## src/rtl/zfs_pkg.sv

```systemverilog
// shared types, widths and constants of the zero moment point block
`timescale 1ns / 1ps

package zfs_pkg;

    localparam int unsigned FIELD_W  = 24;
    localparam int unsigned TORQUE_W = 40;
    localparam int unsigned THR_W    = 23;
    localparam int unsigned HGT_W    = 16;
    localparam int unsigned CFG_W    = 23;
    localparam int unsigned CFG_IDX_W = 2;

    localparam int unsigned OPND_W = FIELD_W + 1;
    localparam int unsigned NUM_W  = 2 * OPND_W;
    localparam int unsigned MAG_W  = NUM_W - 1;
    localparam int unsigned DEN_W  = FIELD_W + 1;
    localparam int unsigned SC_W   = 2;

    localparam logic [CFG_IDX_W-1:0] CFG_UNLOAD_THRESHOLD = 2'd0;
    localparam logic [CFG_IDX_W-1:0] CFG_SENSOR_HEIGHT    = 2'd1;

    localparam logic [THR_W-1:0] THR_RESET = 23'd150000;
    localparam logic [HGT_W-1:0] HGT_RESET = 16'd26000;

    localparam logic [SC_W-1:0] SC_NONE  = 2'd0;
    localparam logic [SC_W-1:0] SC_RIGHT = 2'd1;
    localparam logic [SC_W-1:0] SC_LEFT  = 2'd2;
    localparam logic [SC_W-1:0] SC_BOTH  = 2'd3;

    localparam logic FOOT_RIGHT = 1'b0;

    typedef struct packed {
        logic                       foot_select;
        logic signed [FIELD_W-1:0]  force_x;
        logic signed [FIELD_W-1:0]  force_y;
        logic signed [FIELD_W-1:0]  force_z;
        logic signed [TORQUE_W-1:0] torque_x;
        logic signed [TORQUE_W-1:0] torque_y;
        logic signed [FIELD_W-1:0]  foot_pos_x;
        logic signed [FIELD_W-1:0]  foot_pos_y;
    } zfs_in_t;

    typedef struct packed {
        logic signed [FIELD_W-1:0] zmp_x;
        logic signed [FIELD_W-1:0] zmp_y;
        logic [SC_W-1:0]           support_case;
        logic                      saturated;
    } zfs_out_t;

    typedef struct packed {
        logic en;
        logic clr;
        logic neg;
    } mac_op_t;

endpackage

```

## src/rtl/zfs_mac.sv

```systemverilog
// shared multiply-accumulate unit for numerators
`timescale 1ns / 1ps

module zfs_mac
    import zfs_pkg::*;
(
    input  logic                     clk,
    input  mac_op_t                  op,
    input  logic signed [NUM_W-1:0]  base,
    input  logic signed [OPND_W-1:0] a,
    input  logic signed [OPND_W-1:0] b,
    output logic signed [NUM_W-1:0]  acc
);

    logic signed [NUM_W-1:0] prod;
    logic signed [NUM_W-1:0] acc_reg;
    logic signed [NUM_W-1:0] acc_next;

    assign prod = a * b;

    always_comb
    begin
        acc_next = (op.clr ? base : acc_reg) + (op.neg ? -prod : prod);
    end

    always_ff @(posedge clk)
    begin
        if (op.en)
        begin
            acc_reg <= acc_next;
        end
    end

    assign acc = acc_reg;

endmodule

```

## src/rtl/zfs_div.sv

```systemverilog
// iterative signed by positive divider with 24-bit saturating quotient
`timescale 1ns / 1ps

module zfs_div
    import zfs_pkg::*;
(
    input  logic                      clk,
    input  logic                      rst_n,
    input  logic                      start,
    input  logic signed [NUM_W-1:0]   num,
    input  logic [DEN_W-1:0]          den,
    output logic                      done,
    output logic signed [FIELD_W-1:0] quo,
    output logic                      sat
);

    localparam int unsigned CNT_W = $clog2(FIELD_W);
    localparam int unsigned DSH_W = DEN_W + FIELD_W - 1;

    localparam logic [1:0] D_IDLE = 2'd0;
    localparam logic [1:0] D_CHK  = 2'd1;
    localparam logic [1:0] D_ITER = 2'd2;
    localparam logic [1:0] D_DONE = 2'd3;

    localparam logic signed [FIELD_W-1:0] Q_MAX = {1'b0, {(FIELD_W-1){1'b1}}};
    localparam logic signed [FIELD_W-1:0] Q_MIN = {1'b1, {(FIELD_W-1){1'b0}}};

    logic [1:0]               state_reg;
    logic [1:0]               state_next;
    logic [MAG_W-1:0]         rem_reg;
    logic [DSH_W-1:0]         dsh_reg;
    logic [DEN_W-1:0]         den_reg;
    logic [FIELD_W-1:0]       q_reg;
    logic [CNT_W-1:0]         cnt_reg;
    logic                     neg_reg;
    logic signed [FIELD_W-1:0] quo_reg;
    logic                     sat_reg;

    logic [NUM_W-1:0]         mag_full;
    logic [MAG_W-1:0]         lim;
    logic [MAG_W-1:0]         dsh_ext;
    logic                     ge;
    logic [FIELD_W-1:0]       q_new;
    logic signed [FIELD_W-1:0] q_val;
    logic                     q_sat;

    assign mag_full = num[NUM_W-1] ? NUM_W'(-num) : NUM_W'(num);
    assign lim      = {den_reg, {FIELD_W{1'b0}}};
    assign dsh_ext  = {1'b0, dsh_reg};
    assign ge       = rem_reg >= dsh_ext;
    assign q_new    = {q_reg[FIELD_W-2:0], ge};

    // sign and clamp of the final magnitude
    always_comb
    begin
        q_sat = 1'b0;
        q_val = $signed(q_new);
        if (!neg_reg)
        begin
            if (q_new[FIELD_W-1])
            begin
                q_sat = 1'b1;
                q_val = Q_MAX;
            end
        end
        else
        begin
            if (q_new[FIELD_W-1] && (|q_new[FIELD_W-2:0]))
            begin
                q_sat = 1'b1;
                q_val = Q_MIN;
            end
            else
            begin
                q_val = $signed(-q_new);
            end
        end
    end

    always_comb
    begin
        state_next = state_reg;
        unique case (state_reg)
            D_IDLE: if (start) state_next = D_CHK;
            D_CHK:  state_next = (rem_reg >= lim) ? D_DONE : D_ITER;
            D_ITER: if (cnt_reg == '0) state_next = D_DONE;
            D_DONE: state_next = D_IDLE;
            default: state_next = D_IDLE;
        endcase
    end

    always_ff @(posedge clk or negedge rst_n)
    begin
        if (!rst_n)
        begin
            state_reg <= D_IDLE;
        end
        else
        begin
            state_reg <= state_next;
        end
    end

    always_ff @(posedge clk)
    begin
        unique case (state_reg)
            D_IDLE:
            begin
                if (start)
                begin
                    neg_reg <= num[NUM_W-1];
                    rem_reg <= mag_full[MAG_W-1:0];
                    den_reg <= den;
                end
            end
            D_CHK:
            begin
                if (rem_reg >= lim)
                begin
                    // quotient magnitude reaches 2^24, clamps either way
                    quo_reg <= neg_reg ? Q_MIN : Q_MAX;
                    sat_reg <= 1'b1;
                end
                else
                begin
                    dsh_reg <= {den_reg, {(FIELD_W-1){1'b0}}};
                    cnt_reg <= CNT_W'(FIELD_W - 1);
                    q_reg   <= '0;
                end
            end
            D_ITER:
            begin
                if (ge)
                begin
                    rem_reg <= rem_reg - dsh_ext;
                end
                q_reg   <= q_new;
                dsh_reg <= dsh_reg >> 1;
                cnt_reg <= cnt_reg - 1'b1;
                if (cnt_reg == '0)
                begin
                    quo_reg <= q_val;
                    sat_reg <= q_sat;
                end
            end
            D_DONE:
            begin
            end
            default:
            begin
            end
        endcase
    end

    assign done = (state_reg == D_DONE);
    assign quo  = quo_reg;
    assign sat  = sat_reg;

endmodule

```

## src/rtl/zmp_from_foot_force_sensors.sv

```systemverilog
// top level: sequencer, right foot store and result register of the zmp block
//
// channel  dir  handshake              payload
// in       in   in_valid / in_ready    in_data  (zfs_in_t, one foot sample)
// out      out  out_valid / out_ready  out_data (zfs_out_t, zmp and flags)
// cfg      in   cfg_we                 cfg_index, cfg_data
//
// an unloaded foot skips the arithmetic; a loaded foot runs two numerators
// on the shared multiplier and two 24-step divisions
// a left beat with both feet loaded adds two more divisions for the weighted mean
// a quotient that clamps early skips its 24 division steps
// reset idles the sequencer, clears out_valid and the right foot store to an unloaded origin
// in_ready is low while a beat is worked; a result waiting on out_ready holds
// the next result in the final step, and no beat is taken meanwhile
`timescale 1ns / 1ps

module zmp_from_foot_force_sensors
    import zfs_pkg::*;
(
    input  logic                 clk,
    input  logic                 rst_n,
    input  logic                 in_valid,
    output logic                 in_ready,
    input  zfs_in_t              in_data,
    output logic                 out_valid,
    input  logic                 out_ready,
    output zfs_out_t             out_data,
    input  logic                 cfg_we,
    input  logic [CFG_IDX_W-1:0] cfg_index,
    input  logic [CFG_W-1:0]     cfg_data
);

    localparam logic [2:0] S_IDLE = 3'd0;
    localparam logic [2:0] S_M0   = 3'd1;
    localparam logic [2:0] S_M1   = 3'd2;
    localparam logic [2:0] S_DS   = 3'd3;
    localparam logic [2:0] S_DW   = 3'd4;
    localparam logic [2:0] S_PICK = 3'd5;
    localparam logic [2:0] S_FIN  = 3'd6;

    logic [2:0]                state_reg;
    logic [2:0]                state_next;

    logic [THR_W-1:0]          thr_reg;
    logic [HGT_W-1:0]          hgt_reg;

    zfs_in_t                   in_reg;
    logic                      ld_reg;
    logic                      mode_reg;
    logic                      axis_reg;
    logic                      sat_reg;
    logic [SC_W-1:0]           sc_reg;
    logic signed [FIELD_W-1:0] cx_reg;
    logic signed [FIELD_W-1:0] cy_reg;
    logic signed [FIELD_W-1:0] zx_reg;
    logic signed [FIELD_W-1:0] zy_reg;

    logic signed [FIELD_W-1:0] rcx_reg;
    logic signed [FIELD_W-1:0] rcy_reg;
    logic signed [FIELD_W-1:0] rfz_reg;
    logic                      rld_reg;
    logic signed [FIELD_W-1:0] rpx_reg;
    logic signed [FIELD_W-1:0] rpy_reg;
    logic                      rsat_reg;

    logic                      out_valid_reg;
    zfs_out_t                  out_data_reg;

    logic                      in_fire;
    logic                      in_loaded;
    logic                      out_load;
    logic [SC_W-1:0]           sc_now;

    mac_op_t                   mac_op;
    logic signed [NUM_W-1:0]   mac_base;
    logic signed [OPND_W-1:0]  mac_a;
    logic signed [OPND_W-1:0]  mac_b;
    logic signed [NUM_W-1:0]   mac_acc;

    logic [DEN_W-1:0]          div_den;
    logic                      div_done;
    logic signed [FIELD_W-1:0] div_quo;
    logic                      div_sat;

    logic signed [FIELD_W:0]   mid_x_sum;
    logic signed [FIELD_W:0]   mid_y_sum;
    logic signed [FIELD_W:0]   mid_x;
    logic signed [FIELD_W:0]   mid_y;

    assign in_ready  = (state_reg == S_IDLE);
    assign in_fire   = in_valid && in_ready;
    assign in_loaded = (in_data.force_z > 0) &&
                       (in_data.force_z >= $signed({1'b0, thr_reg}));
    assign out_load  = (state_reg == S_FIN) && (!out_valid_reg || out_ready);
    assign sc_now    = {ld_reg, rld_reg};

    // midpoint truncated toward zero
    assign mid_x_sum = {rpx_reg[FIELD_W-1], rpx_reg} +
                       {in_reg.foot_pos_x[FIELD_W-1], in_reg.foot_pos_x};
    assign mid_y_sum = {rpy_reg[FIELD_W-1], rpy_reg} +
                       {in_reg.foot_pos_y[FIELD_W-1], in_reg.foot_pos_y};
    assign mid_x     = (mid_x_sum + {{FIELD_W{1'b0}}, mid_x_sum[FIELD_W]}) >>> 1;
    assign mid_y     = (mid_y_sum + {{FIELD_W{1'b0}}, mid_y_sum[FIELD_W]}) >>> 1;

    // operand selection for the shared multiplier and the divisor of the divider
    always_comb
    begin
        mac_op.en  = (state_reg == S_M0) || (state_reg == S_M1);
        mac_op.clr = (state_reg == S_M0);
        mac_op.neg = 1'b0;
        mac_base   = '0;
        mac_a      = '0;
        mac_b      = '0;
        div_den    = '0;
        unique case ({mode_reg, axis_reg})
            2'b00:
            begin
                div_den = {1'b0, in_reg.force_z};
                if (state_reg == S_M0)
                begin
                    mac_op.neg = 1'b1;
                    mac_base   = -{{(NUM_W-TORQUE_W){in_reg.torque_y[TORQUE_W-1]}},
                                   in_reg.torque_y};
                    mac_a      = {{(OPND_W-HGT_W){1'b0}}, hgt_reg};
                    mac_b      = {in_reg.force_x[FIELD_W-1], in_reg.force_x};
                end
                else
                begin
                    mac_a = {in_reg.foot_pos_x[FIELD_W-1], in_reg.foot_pos_x};
                    mac_b = {in_reg.force_z[FIELD_W-1], in_reg.force_z};
                end
            end
            2'b01:
            begin
                div_den = {1'b0, in_reg.force_z};
                if (state_reg == S_M0)
                begin
                    mac_op.neg = 1'b1;
                    mac_base   = {{(NUM_W-TORQUE_W){in_reg.torque_x[TORQUE_W-1]}},
                                  in_reg.torque_x};
                    mac_a      = {{(OPND_W-HGT_W){1'b0}}, hgt_reg};
                    mac_b      = {in_reg.force_y[FIELD_W-1], in_reg.force_y};
                end
                else
                begin
                    mac_a = {in_reg.foot_pos_y[FIELD_W-1], in_reg.foot_pos_y};
                    mac_b = {in_reg.force_z[FIELD_W-1], in_reg.force_z};
                end
            end
            2'b10:
            begin
                div_den = DEN_W'({1'b0, rfz_reg}) + DEN_W'({1'b0, in_reg.force_z});
                if (state_reg == S_M0)
                begin
                    mac_a = {rcx_reg[FIELD_W-1], rcx_reg};
                    mac_b = {rfz_reg[FIELD_W-1], rfz_reg};
                end
                else
                begin
                    mac_a = {cx_reg[FIELD_W-1], cx_reg};
                    mac_b = {in_reg.force_z[FIELD_W-1], in_reg.force_z};
                end
            end
            2'b11:
            begin
                div_den = DEN_W'({1'b0, rfz_reg}) + DEN_W'({1'b0, in_reg.force_z});
                if (state_reg == S_M0)
                begin
                    mac_a = {rcy_reg[FIELD_W-1], rcy_reg};
                    mac_b = {rfz_reg[FIELD_W-1], rfz_reg};
                end
                else
                begin
                    mac_a = {cy_reg[FIELD_W-1], cy_reg};
                    mac_b = {in_reg.force_z[FIELD_W-1], in_reg.force_z};
                end
            end
            default:
            begin
            end
        endcase
    end

    zfs_mac u_mac (
        .clk  (clk),
        .op   (mac_op),
        .base (mac_base),
        .a    (mac_a),
        .b    (mac_b),
        .acc  (mac_acc)
    );

    zfs_div u_div (
        .clk   (clk),
        .rst_n (rst_n),
        .start (state_reg == S_DS),
        .num   (mac_acc),
        .den   (div_den),
        .done  (div_done),
        .quo   (div_quo),
        .sat   (div_sat)
    );

    always_comb
    begin
        state_next = state_reg;
        unique case (state_reg)
            S_IDLE: if (in_fire) state_next = in_loaded ? S_M0 : S_PICK;
            S_M0:   state_next = S_M1;
            S_M1:   state_next = S_DS;
            S_DS:   state_next = S_DW;
            S_DW:
            begin
                if (div_done)
                begin
                    if (!axis_reg)
                    begin
                        state_next = S_M0;
                    end
                    else
                    begin
                        state_next = mode_reg ? S_FIN : S_PICK;
                    end
                end
            end
            S_PICK:
            begin
                if (in_reg.foot_select == FOOT_RIGHT)
                begin
                    state_next = S_IDLE;
                end
                else
                begin
                    state_next = (sc_now == SC_BOTH) ? S_M0 : S_FIN;
                end
            end
            S_FIN:  if (out_load) state_next = S_IDLE;
            default: state_next = S_IDLE;
        endcase
    end

    always_ff @(posedge clk or negedge rst_n)
    begin
        if (!rst_n)
        begin
            state_reg     <= S_IDLE;
            thr_reg       <= THR_RESET;
            hgt_reg       <= HGT_RESET;
            out_valid_reg <= 1'b0;
            rcx_reg       <= '0;
            rcy_reg       <= '0;
            rfz_reg       <= '0;
            rld_reg       <= 1'b0;
            rpx_reg       <= '0;
            rpy_reg       <= '0;
            rsat_reg      <= 1'b0;
        end
        else
        begin
            state_reg <= state_next;
            if (cfg_we)
            begin
                unique case (cfg_index)
                    CFG_UNLOAD_THRESHOLD: thr_reg <= cfg_data[THR_W-1:0];
                    CFG_SENSOR_HEIGHT:    hgt_reg <= cfg_data[HGT_W-1:0];
                    default:
                    begin
                    end
                endcase
            end
            if (out_load)
            begin
                out_valid_reg <= 1'b1;
            end
            else if (out_ready)
            begin
                out_valid_reg <= 1'b0;
            end
            if ((state_reg == S_PICK) && (in_reg.foot_select == FOOT_RIGHT))
            begin
                rcx_reg  <= cx_reg;
                rcy_reg  <= cy_reg;
                rfz_reg  <= in_reg.force_z;
                rld_reg  <= ld_reg;
                rpx_reg  <= in_reg.foot_pos_x;
                rpy_reg  <= in_reg.foot_pos_y;
                rsat_reg <= sat_reg;
            end
        end
    end

    always_ff @(posedge clk)
    begin
        unique case (state_reg)
            S_IDLE:
            begin
                if (in_fire)
                begin
                    in_reg   <= in_data;
                    ld_reg   <= in_loaded;
                    sat_reg  <= 1'b0;
                    cx_reg   <= '0;
                    cy_reg   <= '0;
                    mode_reg <= 1'b0;
                    axis_reg <= 1'b0;
                end
            end
            S_DW:
            begin
                if (div_done)
                begin
                    sat_reg  <= sat_reg | div_sat;
                    axis_reg <= ~axis_reg;
                    unique case ({mode_reg, axis_reg})
                        2'b00: cx_reg <= div_quo;
                        2'b01: cy_reg <= div_quo;
                        2'b10: zx_reg <= div_quo;
                        2'b11: zy_reg <= div_quo;
                        default:
                        begin
                        end
                    endcase
                end
            end
            S_PICK:
            begin
                sc_reg  <= sc_now;
                sat_reg <= sat_reg | rsat_reg;
                unique case (sc_now)
                    SC_NONE:
                    begin
                        zx_reg <= mid_x[FIELD_W-1:0];
                        zy_reg <= mid_y[FIELD_W-1:0];
                    end
                    SC_RIGHT:
                    begin
                        zx_reg <= rcx_reg;
                        zy_reg <= rcy_reg;
                    end
                    SC_LEFT:
                    begin
                        zx_reg <= cx_reg;
                        zy_reg <= cy_reg;
                    end
                    SC_BOTH:
                    begin
                        mode_reg <= 1'b1;
                        axis_reg <= 1'b0;
                    end
                    default:
                    begin
                    end
                endcase
            end
            S_FIN:
            begin
                if (out_load)
                begin
                    out_data_reg.zmp_x        <= zx_reg;
                    out_data_reg.zmp_y        <= zy_reg;
                    out_data_reg.support_case <= sc_reg;
                    out_data_reg.saturated    <= sat_reg;
                end
            end
            default:
            begin
            end
        endcase
    end

    assign out_valid = out_valid_reg;
    assign out_data  = out_data_reg;

endmodule
```

## config.mk

```make
export PLATFORM = sky130hd
export DESIGN_NAME = zmp_from_foot_force_sensors
export DESIGN_NICKNAME = d
export VERILOG_FILES = /design/src/rtl/zfs_pkg.sv /design/src/rtl/zfs_mac.sv /design/src/rtl/zfs_div.sv /design/src/rtl/zmp_from_foot_force_sensors.sv
export SDC_FILE = /design/constraint.sdc
export NUM_CORES = 2
export LEC_CHECK = 0
export BUFFER_PORTS_ARGS = -buffer_cell sky130_fd_sc_hd__buf_4
export CAP_MARGIN = 10
export CORE_MARGIN = 4
export CORE_UTILIZATION = 35
export CTS_BUF_LIST = sky130_fd_sc_hd__clkbuf_8 sky130_fd_sc_hd__clkbuf_16
export DETAILED_ROUTE_END_ITERATION = 10
export PLACE_DENSITY = 0.6
export SLEW_MARGIN = 5
export SYNTH_ARGS = -nofsm -noshare
export SYNTH_HDL_FRONTEND = slang
export SYNTH_HIERARCHICAL = 1
export SYNTH_SLANG_ARGS = --single-unit
```

## constraint.sdc

```tcl
create_clock -name clk -period 36.7 [get_ports clk]
set_input_delay 1.835 -clock clk [delete_from_list [all_inputs] [get_ports clk]]
set_output_delay 1.835 -clock clk [all_outputs]
set_load 0.03 [all_outputs]
```

Word-level counts from Yosys, hierarchy flattened. Cells that the tools add are included. W data, S select, Z words.

Reductions and logical operators: 41. Eq/ne operators: 30. Magnitude comparators: 4. Mux-type cells: 76. Bitwise gates (word level): 4. Multiply operators: 1. Add/subtract/negate cells: 12.

Operators with widths (number): $mux W24 (14); $pmux W24 S2 (5); $mux W25 (7); $mux W49 (3); $pmux W24 S3 (2); $mux W50 (2); $neg A50 Y50 (2); $pmux W25 S4 (1); $pmux W50 S2 (1); $pmux W49 S2 (1); $pmux W48 S2 (1); $add A24 B24 Y25 (3); $pmux W25 S3 (1); $add A25 B1 Y25 (2); $add A50 B50 Y50 (1); $mul A25 B25 Y50 (1); $pmux W25 S2 (1); $ge A49 B48 Y1 (1); $ge A49 B49 Y1 (1); $neg A49 Y49 (1); $sub A49 B48 Y49 (1); $mux W48 (1); $mux W23 (2); $pmux W23 S2 (1); 36 further kinds (112).

Logic and storage cells: 210. Flip-flop bits (word level): 747. Output and inout port bits: 53. Input port bits: 231.

Depth between registers and ports, before layout.
Word-level depth: 7. Depth in mapped cells: 50.

By module. The synthesis kept the hierarchy.

By module, submodules not included: zfs_mac (cells each 3254, instances 1, area an instance 29422.0 um^2, seq. area each 1501.4 um^2); zmp_from_foot_force_sensors (cells each 2389, instances 1, area an instance 27331.2 um^2, seq. area each 14776.7 um^2); zfs_div (cells each 1328, instances 1, area an instance 12370.6 um^2, seq. area each 5335.1 um^2).

Least setup slack after synthesis. Ideal clock, no wire load.

Path type: reg2reg. Start: reg state_reg[2] (netlist name). End: reg u_mac.acc_reg[49] (netlist: u_mac/acc[49]), data pin. Cell stages (with the launch flop): 47. Setup time: 0.268 ns. Setup slack: 24.308 ns. Period minus slack after synthesis: 12.392 ns. Arrival: 12.124 ns. Cells stage by stage: dfrtp_1 nand2b_1 or3_1 clkbuf_1 nor2_1 clkbuf_1 buf_1 nand2_1 o21ai_0 clkbuf_1 clkbuf_1 nand2_1 fa_1 inv_1 fa_1 inv_1 fa_1 fa_1 (+11 left out) nor4_1 a2111oi_1 or4b_4 or4_2 o41ai_1 xnor2_1 ha_1 and4_1 o21ai_0 o221ai_1 a221o_1 a21oi_1 nor2b_1 a21oi_1 a211o_1 o21ai_0 o41ai_1 xnor3_1.

RTL lines: end signal: assignment (RTL line zfs_mac.sv:30) `acc_reg <= acc_next;`; end: declaration (RTL line zfs_mac.sv:16) `logic signed [NUM_W-1:0] acc_reg;`.

==> qor.txt <==
status - complete, no violations
hpwl dp - 176000 microns
post-CTS setup buffers - 0
TNS Setup - 0 ns
commonest cells in the netlist - inv_1 (866), nand2_1 (738), fa_1 (663)
row count - 162
Yosys reg bits - 747
Setup Crit Path Kind - flop to flop
crit path time final - 14.46 ns
Die Y - 452 microns
max reg flops - 201
Most used DFF post-synth - edfxtp_1
Cell Area, Synth - 69100 sq um
First-pass DRT Iterations - 6
CTS tree - built
antenna-violating nets left - 0
top cell type's share of synthesized area - 25.2%
FF-to-FF setup slack - 22.24 ns
Worst Hold Class - flop to flop
hold path endpoint - out_data[8]
critical path arrival - 14.92 ns
GRT Util Overall - 21.9%
vias in the first global route - 53.3k
io pins - 284
Slowest-stage cell, CP - nor3_1
worst hold path stage count - 0
Yosys Warn Count - 6
first-pass GRT wire length - 340000 microns
cell mode on critical path - fa_1
final hold viol count - 0
total wire length - 227000 microns
grt ovf - 0
routability congestion estimate - 0.955
final setup fails - 0
final cycle utilization of the critical path - 39.4%
post-synthesis net count - 8240
Die W - 452 microns
Initial Utilization - 35.3%
CTS H-tree lvls - 3
Final Max Slew Viols - 0
FFs w/ async S/R, synth - 22.4%
synth unique cells - 114
worst slew pin tran - 1.26 ns
number of enable flip-flop cells after synthesis - 580
vias per inst - 5.42
reg2reg path depth - 40
syn_area_per_cell - 9.92 sq um
Layout Skew - 0.0557 ns
Iteration-0 DRC Markers - 4707
hold buffers post-CTS - 0
CTS resizes - 0
Vias - 53.0k
Synth area leader - edfxtp_1
unrepaired setup endpoints after global routing - false
core region area - 196000 sq um
initial antenna violation count - 15
RR Endpoint - u_mac/acc[49]
MaxCap Viol Count - 0
die footprint - 205000 sq um
Post-Synthesis Cells - 6971
Worst Setup End Kind - flop
CP Data Required Time - 37.15 ns
port buffer count - 283
Critical Path Start Type - flop
net count reported at finish - 8361
top cells by area, synth - edfxtp_1 (25%), fa_1 (19%), ha_1 (6.8%)
critical path's largest stage delay - 0.92 ns
post-synthesis sequential area ratio - 31.3%
area grow syn2layout - 11.7%
Root Driver - clkbuf_16
max_slew headroom - 15.5%
reg2reg start - state_reg[2]
fillers - 19.1k
f_max - 69.1 MHz
Clock Tree Buf Depth - 3
layout cell share with drive strength beyond 1 - 11.9%
clk sink count - 747
critical path startpoint - state_reg[2]
CP max FO - 37
wire per inst - 23.2 microns
total CTS buffers - 90
largest net degree at the start of global routing - 76
Remaining DRCs - 0
worst-skew pair later-pin latency - 0.73 ns
hold_sp - zy_reg[5]
count leader, synth - inv_1
Reg clk slew, reported paths - 0.06 ns
-- how the worst max path moves through the flow --
stage,end,slack [ns],cells past startpoint
detailed placement,u_mac/acc[49],22.46,45
global route,u_mac/acc[49],21.41,45
CTS,u_mac/acc[49],22.37,45
floorplan,u_mac/acc[49],24.31,46
finish,u_mac/acc[49],22.24,40
global placement,u_mac/acc[49],22.71,40
-- through the flow --
stage	instances	utilization, %	cell area, sq um	hold slack (ns)	setup WS [ns]
5_1_grt	9792	39.5	77200	0.422	21.41
4_1_cts	9789	39.4	77200	0.419	22.37
3_5_place_dp	9622	37.9	74200	0.405	22.46
3_3_place_gp	9622	37.9	74200	0.409	22.71
2_1_floorplan	6971	-	69100	0.400	24.31
6_report	9794	39.5	77200	0.417	22.24
-- critical path, delay by kind of cell, from the launching register on --
| kind | cells | cell delay (ns) |
|---|---|---|
| xor gates and xnor gates | 2 | 0.48 |
| DFF | 1 | 0.65 |
| buffers and inverters | 5 | 0.48 |
| and+or+nand+nor | 11 | 4.10 |
| AOI/OAI and AO/OA | 13 | 4.22 |
| adders and majority gates | 9 | 4.21 |
-- placed cells by master, fill, tap and decap left out, types with 28 or more instances in the layout --
cell type | synthesis | routed
a211oi_1 | 34 | 34
a21o_1 | 123 | 123
a21oi_1 | 335 | 332
a221oi_1 | 34 | 34
a22oi_1 | 49 | 49
a31oi_1 | 33 | 33
and2_1 | 379 | 379
and3_1 | 36 | 36
buf_4 | 2 | 358
clkbuf_16 | 0 | 92
dfrtp_1 | 153 | 153
edfxtp_1 | 580 | 580
fa_1 | 663 | 663
ha_1 | 375 | 373
inv_1 | 866 | 880
mux2_2 | 206 | 206
mux2i_1 | 45 | 45
nand2_1 | 738 | 738
nand2b_1 | 64 | 63
nand3_1 | 99 | 98
nand4_1 | 75 | 75
nor2_1 | 367 | 362
nor2b_1 | 41 | 40
nor3_1 | 86 | 85
nor4_1 | 53 | 53
o21a_1 | 46 | 46
o21ai_0 | 317 | 277
o31ai_1 | 46 | 46
o41ai_1 | 28 | 28
or3_1 | 37 | 37
xnor2_1 | 229 | 229
xor2_1 | 99 | 99
-- cells by family after synthesis --
group | synth area share [%]
XOR/XNOR | 4.19
adder cells (fa/ha/maj) | 26.0
flip-flops | 31.3
AO/OA/AOI/OAI | 12.4
buffers and inverters | 6.65
AND/OR/NAND/NOR | 15.0
multiplexers | 4.53
-- per-layer routing --
metal | GRT usage (%) | vias up | wire [microns]
li1 | - | 24068 | -
met3 | 3.51 | 424 | 15200
met5 | 0 | - | 72
met2 | 35.7 | 1985 | 106000
met4 | 11.0 | 10 | 14000
met1 | 28.4 | 26558 | 92200
-- cell type report --
class	instances	area, sq um	area share, %
clock inverters	73	673	0.872
well taps	2624	3280	4.25
multi-input cells	5024	43300	56.1
clock buffers	94	2330	3.02
flip-flops and latches	747	21600	28.0
diodes	3	7.51	0.00972
repair buffers	361	2740	3.55
inverters	868	3270	4.23
Power is not shown: default switching activity piles up to over one toggle a cycle in this logic, so the estimate is an artifact.
